## config.mk

```make
export PLATFORM = sky130hd
export DESIGN_NAME = mvn_ctrl
export DESIGN_NICKNAME = d
export VERILOG_FILES = /design/src/rtl/core/mvn_pkg.sv /design/src/rtl/core/mvn_ctrl.sv
export SDC_FILE = /design/constraint.sdc
export NUM_CORES = 1
export LEC_CHECK = 0
export BUFFER_PORTS_ARGS = -buffer_cell sky130_fd_sc_hd__buf_2
export CORE_AREA = 4 4 58 60
export CTS_CLUSTER_SIZE = 25
export DETAILED_ROUTE_END_ITERATION = 16
export DIE_AREA = 0 0 62 64
export GPL_TIMING_DRIVEN = 0
export PLACE_DENSITY = 0.76
export SLEW_MARGIN = 20
export SYNTH_ARGS = -nofsm -noshare
export SYNTH_HDL_FRONTEND = slang
export SYNTH_SLANG_ARGS = --single-unit
```

## constraint.sdc

```tcl
create_clock -name clk -period 5.7 [get_ports clk]
set_input_delay 0.57 -clock clk [delete_from_list [all_inputs] [get_ports clk]]
set_output_delay 0.57 -clock clk [all_outputs]
set_load 0.005 [all_outputs]
```

## src/rtl/core/mvn_pkg.sv

```systemverilog
// Shared types and constants for the mesh vertex normal engine.
`timescale 1ns / 1ps
`default_nettype none
package mvn_pkg;

  // Defaults for the top-level parameters
  localparam int MVN_MAX_VERTICES = 1024;
  localparam int MVN_COORD_BITS   = 16;
  localparam int MVN_ACCUM_BITS   = 48;

  // Fixed field widths
  localparam int IDX_W   = 10;
  localparam int FIELD_W = 16;
  localparam int NORM_W  = 16;

  // Normalization arithmetic
  localparam int MAG_W   = 30;   // the largest normalized magnitude lies in [2^29, 2^30)
  localparam int SQ_W    = 2 * MAG_W;
  localparam int ROOT_W  = SQ_W + 2;
  localparam int LEN_W   = MAG_W + 1;
  localparam int FRAC_W  = 14;
  localparam int QUO_W   = FRAC_W + 1;
  localparam int REM_W   = MAG_W + FRAC_W + 2;
  localparam int STEP_W  = 5;
  localparam int SQRT_LAST = LEN_W - 1;
  localparam int DIV_LAST  = QUO_W - 1;
  localparam logic [NORM_W-1:0] ONE_Q14 = NORM_W'(1 << FRAC_W);

  typedef enum logic [1:0] {
    OP_WRITE = 2'd0,
    OP_ADD   = 2'd1,
    OP_READ  = 2'd2,
    OP_NONE  = 2'd3
  } mvn_op_t;

  typedef enum logic [4:0] {
    DP_NOP,
    DP_CLEAR,
    DP_WRITE,
    DP_POS_RD,
    DP_DIFF,
    DP_CROSS,
    DP_ACC_RD,
    DP_ACC_WR,
    DP_MAG,
    DP_NORM,
    DP_SQ,
    DP_SQRT,
    DP_DINIT,
    DP_DIV,
    DP_DFIN,
    DP_PUBLISH
  } mvn_dp_op_t;

  typedef struct packed {
    mvn_dp_op_t        op;
    logic [1:0]        sel;
    logic [STEP_W-1:0] step;
  } mvn_cmd_t;

  typedef struct packed {
    mvn_op_t op;
    logic    a_ok;
    logic    tri_ok;
    logic    zero;
    logic    norm_busy;
    logic    clr_last;
  } mvn_sts_t;

endpackage
`default_nettype wire

```

## src/rtl/core/mvn_ctrl.sv

```systemverilog
// Controller state machine: sequences each item through the datapath.
`timescale 1ns / 1ps
`default_nettype none
module mvn_ctrl (
  input  wire logic            clk,
  input  wire logic            rst_n,
  input  wire logic            in_valid,
  output logic                 in_ready,
  output logic                 out_valid,
  input  wire logic            out_ready,
  input  wire mvn_pkg::mvn_sts_t sts,
  output mvn_pkg::mvn_cmd_t    cmd,
  output logic                 load
);
  import mvn_pkg::*;

  typedef enum logic [4:0] {
    S_CLEAR, S_IDLE, S_DISPATCH, S_WRITE, S_POS_RD, S_DIFF, S_CROSS,
    S_ACC_RD, S_ACC_WR, S_RD_ACC, S_MAG, S_NORM, S_SQ, S_SQRT,
    S_DINIT, S_DIV, S_DFIN, S_RESULT
  } state_t;

  state_t            state_r, state_nxt;
  logic [STEP_W-1:0] step_r, step_nxt;
  logic [1:0]        sel_r, sel_nxt;
  logic              out_valid_r, out_valid_nxt;
  logic              pub_ok;

  assign in_ready  = (state_r == S_IDLE);
  assign load      = in_valid && in_ready;
  assign out_valid = out_valid_r;
  assign pub_ok    = !out_valid_r || out_ready;

  always_comb begin
    cmd.sel  = sel_r;
    cmd.step = step_r;
    case (state_r)
      S_CLEAR:  cmd.op = DP_CLEAR;
      S_WRITE:  cmd.op = DP_WRITE;
      S_POS_RD: cmd.op = DP_POS_RD;
      S_DIFF:   cmd.op = DP_DIFF;
      S_CROSS:  cmd.op = DP_CROSS;
      S_ACC_RD: cmd.op = DP_ACC_RD;
      S_RD_ACC: cmd.op = DP_ACC_RD;
      S_ACC_WR: cmd.op = DP_ACC_WR;
      S_MAG:    cmd.op = DP_MAG;
      S_NORM:   cmd.op = DP_NORM;
      S_SQ:     cmd.op = DP_SQ;
      S_SQRT:   cmd.op = DP_SQRT;
      S_DINIT:  cmd.op = DP_DINIT;
      S_DIV:    cmd.op = DP_DIV;
      S_DFIN:   cmd.op = DP_DFIN;
      S_RESULT: cmd.op = pub_ok ? DP_PUBLISH : DP_NOP;
      default:  cmd.op = DP_NOP;
    endcase
  end

  always_comb begin
    state_nxt     = state_r;
    step_nxt      = step_r;
    sel_nxt       = sel_r;
    out_valid_nxt = out_valid_r && !out_ready;
    case (state_r)
      S_CLEAR: begin
        if (sts.clr_last) begin
          state_nxt = S_IDLE;
        end
      end
      S_IDLE: begin
        if (load) begin
          state_nxt = S_DISPATCH;
        end
      end
      S_DISPATCH: begin
        step_nxt  = '0;
        sel_nxt   = '0;
        state_nxt = S_RESULT;
        case (sts.op)
          OP_WRITE: if (sts.a_ok) state_nxt = S_WRITE;
          OP_ADD:   if (sts.tri_ok) state_nxt = S_POS_RD;
          OP_READ:  if (sts.a_ok) state_nxt = S_RD_ACC;
          default:  state_nxt = S_RESULT;
        endcase
      end
      S_WRITE: state_nxt = S_RESULT;
      S_POS_RD: begin
        step_nxt = step_r + 1'b1;
        if (step_r == STEP_W'(3)) begin
          state_nxt = S_DIFF;
        end
      end
      S_DIFF: begin
        step_nxt  = '0;
        state_nxt = S_CROSS;
      end
      S_CROSS: begin
        step_nxt = step_r + 1'b1;
        if (step_r == STEP_W'(6)) begin
          state_nxt = S_ACC_RD;
        end
      end
      S_ACC_RD: state_nxt = S_ACC_WR;
      S_ACC_WR: begin
        if (sel_r == 2'd2) begin
          state_nxt = S_RESULT;
        end else begin
          sel_nxt   = sel_r + 1'b1;
          state_nxt = S_ACC_RD;
        end
      end
      S_RD_ACC: state_nxt = S_MAG;
      S_MAG:    state_nxt = S_NORM;
      S_NORM: begin
        step_nxt = '0;
        if (sts.zero) begin
          state_nxt = S_RESULT;
        end else if (!sts.norm_busy) begin
          state_nxt = S_SQ;
        end
      end
      S_SQ: begin
        step_nxt = step_r + 1'b1;
        if (step_r == STEP_W'(3)) begin
          step_nxt  = STEP_W'(SQRT_LAST);
          state_nxt = S_SQRT;
        end
      end
      S_SQRT: begin
        step_nxt = step_r - 1'b1;
        if (step_r == '0) begin
          sel_nxt   = '0;
          state_nxt = S_DINIT;
        end
      end
      S_DINIT: begin
        step_nxt  = STEP_W'(DIV_LAST);
        state_nxt = S_DIV;
      end
      S_DIV: begin
        step_nxt = step_r - 1'b1;
        if (step_r == '0) begin
          state_nxt = S_DFIN;
        end
      end
      S_DFIN: begin
        if (sel_r == 2'd2) begin
          state_nxt = S_RESULT;
        end else begin
          sel_nxt   = sel_r + 1'b1;
          state_nxt = S_DINIT;
        end
      end
      S_RESULT: begin
        if (pub_ok) begin
          out_valid_nxt = 1'b1;
          state_nxt     = S_IDLE;
        end
      end
      default: state_nxt = S_IDLE;
    endcase
  end

  always_ff @(posedge clk) begin
    if (!rst_n) begin
      state_r     <= S_CLEAR;
      step_r      <= '0;
      sel_r       <= '0;
      out_valid_r <= 1'b0;
    end else begin
      state_r     <= state_nxt;
      step_r      <= step_nxt;
      sel_r       <= sel_nxt;
      out_valid_r <= out_valid_nxt;
    end
  end
endmodule
`default_nettype wire

```

==> results.cfg <==
[final_layout]
antenna_cells = 0
drive_above_1_share = 0.166
final_net_count = 270
layout_commonest_cell = buf_2
synthToLayoutAreaGrowth_pct = 12.3
final_area_mm2 = 0.00172
most-common-layout-cells = 29 x buf_2, 21 x o21ai_0, 20 x nor2_1
fillers = 293
final_util = 0.586

[synth]
syn_nets = 241
yosysTopAreaCell = dfxtp_1
synth-main-ff-cell = dfxtp_1
yosys_warnings = 0
synthArstFlopShare = 0
synth_area_mm2 = 0.00153
synth_cells = 225
synth_edf_count = 0
syn_area_per_cell_um2 = 6.80
seq_area_frac_synth = 0.170
synth.top_cell.area_share = 0.170
synth_seq_cells = 13
ys_types = 61
synthTopCellsByArea = dfxtp_1 17%, o21ai_0 6.9%, a21oi_1 5.6%, nor2_1 4.9%, nand2_1 4.7%

[setup_path]
crit_start = state_r[0]
r2r_start = step_r[0]
critPathSlowestCell = clkbuf_1
worstSetupPathType = reg2out
arrival_ns = 2.37
worst_setup_path_end_kind = output port
r2r-end = state_r[2]
reg2reg_slack_ns = 3.47
crit_cells = 8
critical-path-top-delay-family = buffers and inverters
crit_path_start_kind = flip-flop
reg2regPathDepth = 7
cp_max_fo = 10
crit_path_frequent_cell = clkbuf_1
crit_path_end = cmd[7]
required_ns = 5.13
critPathMaxStageDelay_ns = 0.44
crit_buf_inv = 4
cp_cell_sequence = clkbuf_1 > clkbuf_1 > clkbuf_1 > nand3_1 > o21ai_0 > nand2_1 > o21ai_0 > buf_2

[grt]
grt_overflow_total = 0
grt_antenna_before_repair = 0
grt_max_degree = 11
grt_pass1_vias = 1611
grt_pass1_wl_mm = 7.51
grt_usage = 0.244

[pwr]
p_clk_frac = 0.076
power_frac_comb = 0.733
vdd_ir_drop_max_uv = 313
p_seq_frac = 0.191
power.leakage_nw = 0.691
p_per_area_mw_per_mm2 = 458
p_sw_uw = 409
p_int_uw = 377
sw_frac_of_total = 0.520

[min_path]
whs_path_depth = 2
hold_path.class = reg2reg

[timing]
fin_crit_sh = 0.516
period_needed_ns = 2.94
fmax_mhz = 340
relSlewSlack = 0.605
hold_viol = 0
rsz0062_at_grt = no
clock_skew_ns = 0.0157
setup-tns-final_ns = 0
setup_viol = 0
maxSlewViolCount = 0
tightest_slew_ns = 0.589

[die]
die_w_um = 62
pin_count = 26
core-area_mm2 = 0.00293
placementRows = 20
start_util = 0.522
dieArea_mm2 = 0.00397
die_h_um = 64

[detailed_routing]
num_vias = 1820
route.detailed.drc = 0
drt_iter0_drc = 204
drt_wl_total_mm = 4.51
ant_nets = 0
via_per_inst = 6.36
drtPass1Iterations = 5
routedWlPerCell_um = 15.8

[cts]
holdBufCountCts = 0
cts_max_level = 1
path_clk_slew_ns = 0.09
numCtsBuffers = 3
cts_resized = 0
clk_path_buf_depth = 2
clockRootBuffer = clkbuf_4
clock_latency_ns = 0.29
tritoncts = yes
cts_setup_buffers = 0
cts_sinks = 13

[run]
maxCapViolations = 0

[placed_design]
place.gp.congestion = 0.967
hpwl_mm = 3.46
placed_area_mm2 = 0.00169
port_buffers = 24

[run_status]
status = finished, final reports clean
==> per-stage QoR <==
stage | power (mW) | hold slack (ns) | std cells | setup slack, ns
after floorplan | 0.564 | 0.505 | 225 | 3.67
after global placement | 0.717 | 0.500 | 282 | 3.16
after detailed placement | 0.715 | 0.514 | 282 | 3.16
after CTS | 0.778 | 0.530 | 286 | 2.81
after global routing | 0.864 | 0.583 | 286 | 2.58
final | 0.786 | 0.526 | 286 | 2.76
==> per-layer routing <==
| layer | wire, um | GRT usage | vias to the layer above |
|---|---|---|---|
| met5 | 0 | 0 | - |
| met4 | 87 | 0.106 | 0 |
| met3 | 460 | 0.0323 | 10 |
| met2 | 1990 | 0.346 | 109 |
| met1 | 1970 | 0.359 | 810 |
| li1 | - | - | 891 |
==> registers in the layout, summed over array words and instances (netlist names) <==
name,count
out_valid,1
sel_r,2
state_r,5
step_r,5
==> power by group through the flow <==
stage	sequential [mW]	clock (mW)	combinational [mW]
global route	0.156	0.0671	0.641
detailed placement	0.152	0	0.564
floorplan	0.146	0	0.418
finish	0.150	0.0597	0.577
global placement	0.151	0	0.566
CTS	0.149	0.0617	0.567
==> cells in the mapped netlist (2+ instances only) <==
cell and number:
a21oi_1 17, o2111ai_1 2, nand2b_1 6, or2_2 2, a41oi_1 4, or3_1 2
and3_1 2, o31ai_1 2, nand2_1 19, ha_1 5, clkbuf_1 12, nor4_1 2
and4_1 2, nand3_1 7, nor2b_1 9, buf_2 5, inv_1 10, a311o_1 2
a31o_2 2, dfxtp_1 13, o311ai_0 3, nor2_1 20, nor3_1 10, a31oi_1 2
nor3b_1 5, o211ai_1 2, xnor2_1 2, and2_1 3, o21ai_0 21
==> layout make-up <==
type | count | area, um^2 | area share
Multi-Input combinational cell | 183 | 1150 | 0.670
Sequential cell | 13 | 260 | 0.152
Timing Repair Buffer | 24 | 120 | 0.0700
Buffer | 19 | 81.3 | 0.0474
Tap cell | 33 | 41.3 | 0.0241
Inverter | 10 | 37.5 | 0.0219
Clock buffer | 4 | 26.3 | 0.0153
==> worst min path at each step <==
stage	from	to
floorplan	sel_r[1]	sel_r[1]
CTS	sel_r[1]	sel_r[1]
global placement	sel_r[1]	sel_r[1]
detailed placement	sel_r[1]	sel_r[1]
global route	out_valid	out_valid
finish	sel_r[1]	sel_r[1]
==> cell families (layout without fill, tap and decap cells) <==
| logic type | count (synthesis) | after routing | share of synthesized area |
|---|---|---|---|
| and+or+nand+nor | 98 | 98 | 0.346 |
| AOI/OAI and AO/OA | 76 | 76 | 0.345 |
| buffers and inverters | 29 | 57 | 0.0777 |
| DFF | 13 | 13 | 0.170 |
| adders and majority gates | 5 | 5 | 0.0409 |
| xor gates and xnor gates | 3 | 3 | 0.0172 |
| other | 1 | 1 | 0.00245 |
==> worst min-delay path, stage by stage, from the launching register on <==
cell and delay, ns:
dfxtp_1 0.35, a21oi_1 0.07, nor2_1 0.08
Note: power is estimated with default switching activity, not from simulation.
